### src/design/msct_pkg.sv
// Shared types and codes for the multi-slot countdown timer unit.
package msct_pkg;

	localparam int unsigned SLOTS_DEF       = 16;
	localparam int unsigned COUNT_WIDTH_DEF = 16;
	localparam int unsigned MASK_BITS       = 16;
	localparam int unsigned SLOT_OUT_BITS   = 4;
	localparam int unsigned ID_BITS         = 5;
	localparam int unsigned SECONDS_BITS    = 16;

	typedef enum logic [1:0] {
		CMD_TICK    = 2'd0,
		CMD_ADD     = 2'd1,
		CMD_CANCEL  = 2'd2,
		CMD_RELEASE = 2'd3
	} cmd_t;

	typedef enum logic [1:0] {
		PH_FREE     = 2'd0,
		PH_RUNNING  = 2'd1,
		PH_CANCELED = 2'd2,
		PH_OVER     = 2'd3
	} phase_t;

	typedef enum logic [2:0] {
		ST_OK       = 3'd0,
		ST_NOSPACE  = 3'd1,
		ST_INVALID  = 3'd2,
		ST_CANCELED = 3'd3,
		ST_OVER     = 3'd4,
		ST_RUNNING  = 3'd5
	} status_t;

	// per-slot update strobes, at most one set per cycle
	typedef struct packed {
		logic tick;
		logic add;
		logic cancel;
		logic release_job;
	} slot_ctl_t;

	typedef struct packed {
		logic   used;
		phase_t phase;
		logic   fire;
	} slot_stat_t;

endpackage

### src/design/multi_slot_countdown_timer_unit.sv
// Top level of the multi-slot countdown timer unit.
// A table of SLOTS one-shot countdown jobs driven by a request stream. Each request is
// a tick, an add, a cancel or a release, and each one returns exactly one response
// with a status, a slot index and, for ticks, the mask of slots that fired. Requests
// are taken one per clock cycle when the response side keeps up; each request passes
// through the input register and then into the response register, and the
// slot table is updated as the request leaves the input register, so the next request
// already sees its effect. A tick counts down all running slots in parallel; a slot
// added with zero or one fires on the first tick. Add takes the lowest free slot,
// found by a priority encoder across the table in the same cycle. Slots past the
// sixteenth still run but have no bit in fired_mask, and slot_index carries the low
// four bits of the slot number. No clearing pass is needed after reset.
module multi_slot_countdown_timer_unit #(
	parameter int unsigned SLOTS       = msct_pkg::SLOTS_DEF,
	parameter int unsigned COUNT_WIDTH = msct_pkg::COUNT_WIDTH_DEF
) (
	input  logic        clk,
	input  logic        arst_n,
	// request channel
	input  logic        s_tvalid,
	output logic        s_tready,
	input  logic [23:0] s_tdata,   // command[1:0], job_id[6:2], seconds[22:7], zero[23]
	// response channel
	output logic        m_tvalid,
	input  logic        m_tready,
	output logic [23:0] m_tdata    // status[2:0], slot_index[6:3], fired_mask[22:7], zero[23]
);

	localparam int unsigned IDX_W = (SLOTS > 1) ? $clog2(SLOTS) : 1;

	// ---------------- input register ----------------
	logic                                  valid_s1;
	msct_pkg::cmd_t                        cmd_s1;
	logic [msct_pkg::ID_BITS-1:0]          id_s1;
	logic [msct_pkg::SECONDS_BITS-1:0]     secs_s1;
	logic                                  go;   // request in s1 is processed now

	assign s_tready = !valid_s1 || go;

	always_ff @(posedge clk or negedge arst_n) begin
		if (!arst_n)
			valid_s1 <= 1'b0;
		else if (s_tready)
			valid_s1 <= s_tvalid;
	end

	always_ff @(posedge clk) begin
		if (s_tvalid && s_tready) begin
			cmd_s1  <= msct_pkg::cmd_t'(s_tdata[1:0]);
			id_s1   <= s_tdata[6:2];
			secs_s1 <= s_tdata[22:7];
		end
	end

	// ---------------- slot table ----------------
	msct_pkg::slot_stat_t stat [SLOTS];
	logic [SLOTS-1:0]     free_slots;
	logic [SLOTS-1:0]     hit;        // one-hot on the addressed slot when id is in range
	logic [SLOTS-1:0]     grant;
	logic                 found;
	logic [IDX_W-1:0]     alloc_idx;
	logic                 id_ok;
	logic                 do_cancel;
	logic                 do_release;
	logic [COUNT_WIDTH-1:0] load;
	logic [COUNT_WIDTH+msct_pkg::SECONDS_BITS-1:0] secs_ext;

	// seconds cut or zero-extended to the counter width
	assign secs_ext = {{COUNT_WIDTH{1'b0}}, secs_s1};
	assign load     = secs_ext[COUNT_WIDTH-1:0];
	assign id_ok    = (32'(id_s1) < SLOTS);

	for (genvar i = 0; i < SLOTS; i++) begin : g_slot
		msct_pkg::slot_ctl_t ctl;

		assign free_slots[i] = !stat[i].used;
		assign hit[i]        = id_ok && (32'(id_s1) == i);

		assign ctl.tick        = go && (cmd_s1 == msct_pkg::CMD_TICK);
		assign ctl.add         = go && (cmd_s1 == msct_pkg::CMD_ADD) && grant[i];
		assign ctl.cancel      = do_cancel && hit[i];
		assign ctl.release_job = do_release && hit[i];

		msct_slot #(
			.COUNT_WIDTH(COUNT_WIDTH)
		) u_slot (
			.clk    (clk),
			.arst_n (arst_n),
			.ctl    (ctl),
			.load   (load),
			.stat   (stat[i])
		);
	end

	msct_alloc #(
		.SLOTS(SLOTS)
	) u_alloc (
		.free_slots (free_slots),
		.found      (found),
		.grant      (grant),
		.idx        (alloc_idx)
	);

	// addressed slot read through the one-hot hit vector
	logic             sel_used;
	msct_pkg::phase_t sel_phase;

	always_comb begin
		sel_used  = 1'b0;
		sel_phase = msct_pkg::PH_FREE;
		for (int i = 0; i < SLOTS; i++) begin
			if (hit[i]) begin
				sel_used  = stat[i].used;
				sel_phase = stat[i].phase;
			end
		end
	end

	// ---------------- response decode ----------------
	msct_pkg::status_t                    status;
	logic [msct_pkg::SLOT_OUT_BITS-1:0]   slot_out;
	logic [msct_pkg::MASK_BITS-1:0]       fired;
	logic [IDX_W+msct_pkg::SLOT_OUT_BITS-1:0] idx_ext;

	assign idx_ext = {{msct_pkg::SLOT_OUT_BITS{1'b0}}, alloc_idx};

	for (genvar b = 0; b < msct_pkg::MASK_BITS; b++) begin : g_mask
		if (b < SLOTS) begin : g_on
			assign fired[b] = (cmd_s1 == msct_pkg::CMD_TICK) && stat[b].fire;
		end else begin : g_off
			assign fired[b] = 1'b0;
		end
	end

	always_comb begin
		status     = msct_pkg::ST_OK;
		slot_out   = '0;
		do_cancel  = 1'b0;
		do_release = 1'b0;
		unique case (cmd_s1)
			msct_pkg::CMD_TICK: begin
				status = msct_pkg::ST_OK;
			end
			msct_pkg::CMD_ADD: begin
				if (found) begin
					slot_out = idx_ext[msct_pkg::SLOT_OUT_BITS-1:0];
				end else begin
					status = msct_pkg::ST_NOSPACE;
				end
			end
			msct_pkg::CMD_CANCEL: begin
				slot_out = id_s1[msct_pkg::SLOT_OUT_BITS-1:0];
				if (!id_ok || !sel_used)
					status = msct_pkg::ST_INVALID;
				else if (sel_phase == msct_pkg::PH_CANCELED)
					status = msct_pkg::ST_CANCELED;
				else if (sel_phase == msct_pkg::PH_OVER)
					status = msct_pkg::ST_OVER;
				else
					do_cancel = go;
			end
			msct_pkg::CMD_RELEASE: begin
				slot_out = id_s1[msct_pkg::SLOT_OUT_BITS-1:0];
				if (!id_ok || !sel_used)
					status = msct_pkg::ST_INVALID;
				else if (sel_phase == msct_pkg::PH_RUNNING)
					status = msct_pkg::ST_RUNNING;
				else
					do_release = go;
			end
			default: begin
				status = msct_pkg::ST_OK;
			end
		endcase
	end

	// ---------------- response register ----------------
	logic                               out_valid_q;
	msct_pkg::status_t                  status_q;
	logic [msct_pkg::SLOT_OUT_BITS-1:0] slot_q;
	logic [msct_pkg::MASK_BITS-1:0]     fired_q;

	// s1 moves on when the response register is empty or being drained
	assign go = valid_s1 && (!out_valid_q || m_tready);

	always_ff @(posedge clk or negedge arst_n) begin
		if (!arst_n)
			out_valid_q <= 1'b0;
		else if (go)
			out_valid_q <= 1'b1;
		else if (m_tready)
			out_valid_q <= 1'b0;
	end

	always_ff @(posedge clk) begin
		if (go) begin
			status_q <= status;
			slot_q   <= slot_out;
			fired_q  <= fired;
		end
	end

	assign m_tvalid = out_valid_q;
	assign m_tdata  = {1'b0, fired_q, slot_q, status_q};

endmodule

### src/design/msct_slot.sv
// One timer slot: phase and countdown register with its update rules.
module msct_slot #(
	parameter int unsigned COUNT_WIDTH = msct_pkg::COUNT_WIDTH_DEF
) (
	input  logic                   clk,
	input  logic                   arst_n,
	input  msct_pkg::slot_ctl_t    ctl,
	input  logic [COUNT_WIDTH-1:0] load,
	output msct_pkg::slot_stat_t   stat
);

	msct_pkg::phase_t       phase_q;
	logic [COUNT_WIDTH-1:0] cnt_q;
	logic                   running;
	logic                   fire;

	assign running = (phase_q == msct_pkg::PH_RUNNING);
	// zero or one left: this tick ends the job
	assign fire    = ctl.tick && running && (cnt_q <= COUNT_WIDTH'(1));

	always_ff @(posedge clk or negedge arst_n) begin
		if (!arst_n) begin
			phase_q <= msct_pkg::PH_FREE;
			cnt_q   <= '0;
		end else if (ctl.add) begin
			phase_q <= msct_pkg::PH_RUNNING;
			cnt_q   <= load;
		end else if (ctl.cancel) begin
			phase_q <= msct_pkg::PH_CANCELED;
		end else if (ctl.release_job) begin
			phase_q <= msct_pkg::PH_FREE;
			cnt_q   <= '0;
		end else if (ctl.tick && running) begin
			if (cnt_q != '0)
				cnt_q <= cnt_q - COUNT_WIDTH'(1);
			if (fire)
				phase_q <= msct_pkg::PH_OVER;
		end
	end

	assign stat.used  = (phase_q != msct_pkg::PH_FREE);
	assign stat.phase = phase_q;
	assign stat.fire  = fire;

endmodule

### src/design/msct_alloc.sv
// Lowest-free-slot finder for the add command.
module msct_alloc #(
	parameter int unsigned SLOTS = msct_pkg::SLOTS_DEF,
	localparam int unsigned IDX_W = (SLOTS > 1) ? $clog2(SLOTS) : 1
) (
	input  logic [SLOTS-1:0] free_slots,
	output logic             found,
	output logic [SLOTS-1:0] grant,
	output logic [IDX_W-1:0] idx
);

	// isolate lowest set bit
	assign grant = free_slots & ~(free_slots - SLOTS'(1));
	assign found = |free_slots;

	always_comb begin
		idx = '0;
		for (int i = 0; i < SLOTS; i++) begin
			if (grant[i])
				idx = idx | IDX_W'(i);
		end
	end

endmodule
### config.mk
export PLATFORM = sky130hd
export DESIGN_NAME = multi_slot_countdown_timer_unit
export DESIGN_NICKNAME = d
export VERILOG_FILES = /design/src/design/msct_pkg.sv /design/src/design/multi_slot_countdown_timer_unit.sv /design/src/design/msct_slot.sv /design/src/design/msct_alloc.sv
export SDC_FILE = /design/constraint.sdc
export NUM_CORES = 1
export LEC_CHECK = 0
export ABC_AREA = 1
export BUFFER_PORTS_ARGS = -buffer_cell sky130_fd_sc_hd__buf_2
export CORE_MARGIN = 1.5
export CORE_UTILIZATION = 60
export DETAILED_ROUTE_END_ITERATION = 12
export HOLD_SLACK_MARGIN = 0.02
export PLACE_DENSITY = 0.75
export SYNTH_ARGS = -nofsm -noshare
export SYNTH_HDL_FRONTEND = slang
export SYNTH_SLANG_ARGS = --single-unit
### constraint.sdc
create_clock -name clk -period 8.6 [get_ports clk]
set_clock_uncertainty 0.15 [all_clocks]
set_input_delay 0.86 -clock clk [delete_from_list [all_inputs] [get_ports clk]]
set_output_delay 0.86 -clock clk [all_outputs]
set_load 0.02 [all_outputs]
Word level (Yosys, flattened, before mapping)

Index checks and enable logic that the tools add are counted.

Add/subtract/negate cells: 17
$lt $le $gt $ge: 17
Equal/unequal tests: 53
Mux-type cells: 225
Bitwise operators: 2
Reductions and logical operators: 272

Operators by type and width:

| cell                    | count |
|---|---|
| $mux W16                | 80 |
| $sub A16 B1 Y16 const B | 17 |
| $le A16 B1 Y1 const B   | 16 |
| $reduce_bool A16 Y1     | 16 |
| $mux W2                 | 98 |
| $reduce_bool A4 Y1      | 32 |
| $logic_and A1 B1 Y1     | 116 |
| $reduce_bool A3 Y1      | 32 |
| $reduce_and A3 Y1       | 16 |
| $eq A5 B4 Y1 const B    | 8 |
| $eq A2 B1 Y1 const B    | 18 |
| $mux W4                 | 9 |
| $reduce_bool A2 Y1      | 17 |
| $ne A2 B1 Y1 const B    | 16 |
| $reduce_and A2 Y1       | 16 |
| $mux W1                 | 27 |
| $mux W3                 | 9 |
| $eq A5 B3 Y1 const B    | 4 |
| $logic_not A1 Y1        | 20 |
| $and A16 B16 Y16        | 1 |
| $not A16 Y16            | 1 |
| $reduce_or A16 Y1       | 1 |
| $pmux W3 S4             | 1 |
| $eq A5 B2 Y1 const B    | 2 |
| 8 further kinds         | 13 |

Bits in registers: 336
Input bits: 28
Output and inout bits: 26
Logic and storage cells: 626

Depth between registers and ports, before layout

Depth in word-level cells: 26
Gate-level depth with buffers: 32
Gate-level depth less buffers: 30

Hierarchy

A second synthesis with hierarchy kept.

Cell total of the unflattened synthesis: 4053
Area, all modules: 25937.4 um^2

Modules (own cells, without submodules):

| module                            | instances | cells each | area an instance (um^2) | sequential area each (um^2) |
|---|---|---|---|---|
| msct_slot (g_slot[10].u_slot ...) | 14        | 226        | 1406.3                  | 450.4 |
| multi_slot_countdown_timer_unit   | 1         | 354        | 2911.5                  | 1431.4 |
| msct_slot (g_slot[2].u_slot)      | 1         | 227        | 1496.4                  | 450.4 |
| msct_slot (g_slot[0].u_slot)      | 1         | 218        | 1422.6                  | 450.4 |
| msct_alloc                        | 1         | 90         | 417.9                   | 0.0 |

Least setup slack after synthesis

OpenSTA, ideal clock, no wires.

Path type: input to register
Start point: input m_tready
End point: register g_slot[4].u_slot.cnt_q[10]
Library setup time: 117 ps
Arrival time: 2944 ps
Data required time: 8333 ps
Setup slack: 5389 ps
Stages on the path: 11
Buffers on the path: 2
Cells stage by stage: inv_1 > nand2_1 > nand2_1 > nor3_1 > buf_2 > nand4_4 > nand3_2 > inv_2 > buf_6 > nand2_1 > nand2_1

Word-level cells in the longest chain between the ends: 9
Elaborated cells on any way between the ends: 22
Those cells by class: eq/ne (1); mux (10); reduce/logical (11)

RTL lines:

| what                                                           | line                                                                           | RTL |
|---|---|---|
| start, declared                                                | multi_slot_countdown_timer_unit.sv:25                                          | `input logic m_tready,` |
| $logic_or A1 B1 Y1 (*)                                         | multi_slot_countdown_timer_unit.sv:184                                         | `assign go = valid_s1 && (!out_valid_q \|\| m_tready);` |
| $logic_and A1 B1 Y1 (*)                                        | multi_slot_countdown_timer_unit.sv:184                                         |  |
| $mux W1, on equally long branches                              | multi_slot_countdown_timer_unit.sv:157, multi_slot_countdown_timer_unit.sv:166 |  |
| $mux W1, on equally long branches                              | multi_slot_countdown_timer_unit.sv:155, multi_slot_countdown_timer_unit.sv:164 |  |
| $mux W1, on equally long branches                              | multi_slot_countdown_timer_unit.sv:153, multi_slot_countdown_timer_unit.sv:140 |  |
| $mux W1 / $logic_and A1 B1 Y1 (equally long branches)          | multi_slot_countdown_timer_unit.sv:140, multi_slot_countdown_timer_unit.sv:82  |  |
| $logic_and A1 B1 Y1 / $mux W16 (equally long branches)         | multi_slot_countdown_timer_unit.sv:81, msct_slot.sv:30                         |  |
| $ne A2 B1 Y1 (no line) / $mux W16 (equally long branches)      | --                                                                             |  |
| $reduce_and A3 Y1 (no line) / $mux W16 (equally long branches) | --                                                                             |  |
| end signal, assigned                                           | msct_slot.sv:27                                                                | `cnt_q <= load;` |
| end signal, assigned                                           | msct_slot.sv:35                                                                | `cnt_q <= cnt_q - COUNT_WIDTH'(1);` |
| end, declared                                                  | msct_slot.sv:13                                                                | `logic [COUNT_WIDTH-1:0] cnt_q;` |

Mark *: on every way between the ends. The rest lies on a longest branch, timed or not. The select of a mux whose other input is x is not followed.
A chain may end at the register's enable or synchronous reset.

Final worst setup path

Start point: register id_s1[1] (netlist name)
End point: register g_slot[2].u_slot.cnt_q[11]

Word-level cells in the longest chain between the ends: 26
Elaborated cells on any way between the ends: 87
Those cells by class: order compare (1); eq/ne (19); mux (42); reduce/logical (25)

RTL lines:

| what                                                           | line                                                                           | RTL |
|---|---|---|
| start, declared                                                | multi_slot_countdown_timer_unit.sv:34                                          | `logic [msct_pkg::ID_BITS-1:0] id_s1;` |
| start signal, assigned                                         | multi_slot_countdown_timer_unit.sv:50                                          | `id_s1 <= s_tdata[6:2];` |
| $lt A5 B5 Y1 / $logic_not A5 Y1 (equally long branches)        | multi_slot_countdown_timer_unit.sv:71, multi_slot_countdown_timer_unit.sv:77   |  |
| $logic_and A1 B1 Y1                                            | multi_slot_countdown_timer_unit.sv:77                                          | `assign hit[i] = id_ok && (32'(id_s1) == i);` |
| $mux W2 / $mux W1 (equally long branches) (16 in a row)        | multi_slot_countdown_timer_unit.sv:112                                         | `if (hit[i]) begin` |
| $eq A2 B2 Y1, or another cell as far along                     | multi_slot_countdown_timer_unit.sv:157                                         | `else if (sel_phase == msct_pkg::PH_OVER)` |
| $mux W1, or another cell as far along                          | multi_slot_countdown_timer_unit.sv:157                                         |  |
| $mux W1, on equally long branches                              | multi_slot_countdown_timer_unit.sv:155, multi_slot_countdown_timer_unit.sv:164 |  |
| $mux W1, on equally long branches                              | multi_slot_countdown_timer_unit.sv:153, multi_slot_countdown_timer_unit.sv:140 |  |
| $mux W1 / $logic_and A1 B1 Y1 (equally long branches)          | multi_slot_countdown_timer_unit.sv:140, multi_slot_countdown_timer_unit.sv:82  |  |
| $logic_and A1 B1 Y1 / $mux W16 (equally long branches)         | multi_slot_countdown_timer_unit.sv:81, msct_slot.sv:30                         |  |
| $ne A2 B1 Y1 (no line) / $mux W16 (equally long branches)      | --                                                                             |  |
| $reduce_and A3 Y1 (no line) / $mux W16 (equally long branches) | --                                                                             |  |
| end signal, assigned                                           | msct_slot.sv:27                                                                |  |
| end signal, assigned                                           | msct_slot.sv:35                                                                |  |
| end, declared                                                  | msct_slot.sv:13                                                                |  |

Parallel ways exist; a longest one is shown, timed or not. The select of a mux whose other input is x is not followed.

==> impl_metrics.env <==
export IMPL_dieArea_mm2=0.0402
export IMPL_met1Wirelength_um=28500
export IMPL_finalWorstSetupSlack_ps=3690
export IMPL_hold_path_class="in2async"
export IMPL_cts_sinks=336
export IMPL_clk_pin_slew_ps=60
export IMPL_fin_nets=3448
export IMPL_antenna_found_initial=1
export IMPL_fin_setup_tns_ps=0
export IMPL_p_comb_share_pct=58.1
export IMPL_hpwl_um=42100
export IMPL_wl_per_cell_um=16.9
export IMPL_slew_headroom_pct=9.14
export IMPL_status="finished clean"
export IMPL_grt_ovfl_total=0
export IMPL_switchingPower_uw=4720
export IMPL_worst_path_largest_cell_delay_ps=840
export IMPL_max_cap_violations=0
export IMPL_crit_type="reg2reg"
export IMPL_async_reset_ff_share_pct=86.3
export IMPL_p_clk_share_pct=16.0
export IMPL_crit_top_cell="nand2_1"
export IMPL_cts_resized=0
export IMPL_rows=72
export IMPL_postCtsSetupRepairBufs=0
export IMPL_final_hold_violation_count=0
export IMPL_cts_buffers_inserted=39
export IMPL_powerDensity_mw_per_mm2=417
export IMPL_ys_flop_type="dfrtp_1"
export IMPL_critPathTopFamily="simple AND/OR/NAND/NOR gates"
export IMPL_post_route_period_util_pct=57.1
export IMPL_setup_viol=0
export IMPL_die_w_um=201
export IMPL_grt_pass1_vias=21100
export IMPL_synthTopCellsByCount="1,390 x nand2_1, 417 x nand3_1, 290 x dfrtp_1, 284 x nor2_1, 223 x inv_1"
export IMPL_wl_um=66700
export IMPL_synthCells=3395
export IMPL_drt_vias_per_instance=5.70
export IMPL_diodes=0
export IMPL_grt_max_degree=166
export IMPL_finalMaxSlewViolations=0
export IMPL_rsz0062_at_grt="false"
export IMPL_synth_top_area_share_pct=31.0
export IMPL_route_detailed_drc=0
export IMPL_globalplace_congestion=0.941
export IMPL_seq_power_share_pct=25.9
export IMPL_crit_path_start_kind="flip-flop"
export IMPL_ios=54
export IMPL_wl_met2_um=30900
export IMPL_avgSynthCellArea_um2=6.90
export IMPL_start_util_pct=60.7
export IMPL_synth_cell_types=59
export IMPL_cts_tree="built"
export IMPL_ctsHoldBuffers=0
export IMPL_fmax_ghz=0.204
export IMPL_grt_pass1_wl_um=109000
export IMPL_top_layer="met5"
export IMPL_synthToLayoutAreaGrowth_pct=7.23
export IMPL_synth_area_leader_cell="dfrtp_1"
export IMPL_tightest_slew_ps=1360
export IMPL_yosys_cell_count_top_type="nand2_1"
export IMPL_synth_edff_count=46
export IMPL_fin_crit_ps=4910
export IMPL_p_int_uw=5740
export IMPL_cp_max_fo=19
export IMPL_insertion_delay_ps=580
export IMPL_leakagePower_uw=0.0136
export IMPL_netlist_top_cells_area="dfrtp_1 31%, nand2_1 22%, nand3_1 8.9%, edfxtp_1 5.9%, nor2_1 4.6%"
export IMPL_dr_pass1_iters=7
export IMPL_vias=22500
export IMPL_end_kind="flip-flop"
export IMPL_clockRootBuffer="clkbuf_16"
export IMPL_crit_arrival_ps=5220
export IMPL_ctsLongestPathBuffers=3
export IMPL_wl_met3_um=5100
export IMPL_grt_use_total_pct=33.3
export IMPL_cp_slowest_cell="a21oi_4"
export IMPL_htreeDepth=2
export IMPL_synth_seq_cells=336
export IMPL_ir_drop_v=0.000344
export IMPL_die_h_um=201
export IMPL_core_area_mm2=0.0386
export IMPL_yosys_warnings=0
export IMPL_syn_nets=3455
export IMPL_switching_share_pct=45.1
export IMPL_syn_area_mm2=0.0234
export IMPL_seq_area_frac_synth_pct=36.9
export IMPL_antenna_left=0
export IMPL_layout_drive_gt1_share_pct=6.73
export IMPL_critical_path_buf_inv_count=2
export IMPL_critPathRequiredTime_ps=8910
export IMPL_pre_cts_slack_ps=3800
export IMPL_first_iter_violations=2011
export IMPL_numPortBuffers=51
## placed cells by master, fill, tap and decap left out, types with 13 or more instances in the layout
cell type,n
a31oi_1,13
inv_2,19
nand3_1,417
xnor2_1,109
o21ai_0,31
nor3_1,71
clkbuf_16,39
clkinv_1,16
dfrtp_1,290
o2111ai_1,18
ha_1,32
edfxtp_1,46
a21oi_1,29
nand4_1,23
nor4_1,26
buf_4,34
nand2_1,1390
xor2_1,110
inv_1,223
nor2_1,284
buf_2,50
## worst paths after layout
path | from | end | slack (ps) | cells after the start
max | id_s1[1]$_DFFE_PP_ | g_slot[2].u_slot.cnt_q[11]$_DFFE_PN0P_ | 3690 | 28
min | arst_n | g_slot[10].u_slot.cnt_q[11]$_DFFE_PN0P_ | 90 | 1
max reg2reg | id_s1[1]$_DFFE_PP_ | g_slot[2].u_slot.cnt_q[11]$_DFFE_PN0P_ | 3690 | 28
min reg2reg | g_slot[8].u_slot.cnt_q[1]$_DFFE_PN0P_ | g_slot[8].u_slot.cnt_q[1]$_DFFE_PN0P_ | 360 | 2
max in group asynchronous | arst_n | g_slot[15].u_slot.phase_q[0]$_DFFE_PN0P_ | 6840 | 2
min in group clk | s_tdata[11] | load[4]$_DFFE_PP_ | 300 | 1
## power by group through the flow
stage | clock network (uW) | registers [uW] | logic (uW)
2_1_floorplan | 0 | 2580 | 5130
3_3_place_gp | 0 | 2690 | 5800
3_5_place_dp | 0 | 2710 | 5990
4_1_cts | 1690 | 2700 | 6040
5_1_grt | 1740 | 2780 | 6990
6_report | 1670 | 2710 | 6070
## cells by family after synthesis
family,count (synthesis),share of synthesized area (%)
and+or+nand+nor,2282,42.1
buffers and inverters,392,7.40
DFF,336,36.9
xor gates and xnor gates,219,8.19
AOI/OAI and AO/OA,133,3.71
adders and majority gates,32,1.71
other,1,0.0160
## state kept, by name (all words and copies together), names as in the netlist
name	count
load	16
g_slot.u_slot.cnt_q	256
m_tvalid	1
cmd_s1	2
slot_q	4
valid_s1	1
g_slot.u_slot.phase_q	32
id_s1	5
status_q	3
fired_q	16
## through the flow
stage	instances	total power, uW	instance area (um^2)	hold WS, ps	utilization, %
after detailed placement	3865	8700	23800	340	61.8
after global placement	3865	8490	23800	338	61.8
after CTS	3937	10400	25100	107	65.1
final	3937	10500	25100	85.8	65.1
after global routing	3937	11500	25100	134	65.1
after floorplan	3395	7710	23400	315	-
## final cells by class
class	instances	area [um^2]
clock buffer	52	1060
timing repair buffer	86	541
clock inverter	20	189
sequential	336	8640
multi-input combinational	2667	13000
tap	518	648
inverter	258	976
fill	3491	13500
## per-layer routing
metal | global-route usage [%] | up-vias
met1 | 44.7 | 10600
li1 | - | 10800
met3 | 4.33 | 139
met2 | 55.0 | 893
met5 | 0 | -
met4 | 12.6 | 2
## worst register-to-register path, delay by kind of cell (launching register included)
family          cells  cell delay, ps
compound gates      2            1120
flops               1             460
simple gates       24            2790
buf+inv             2             280
(Power assumes the default switching activity.)
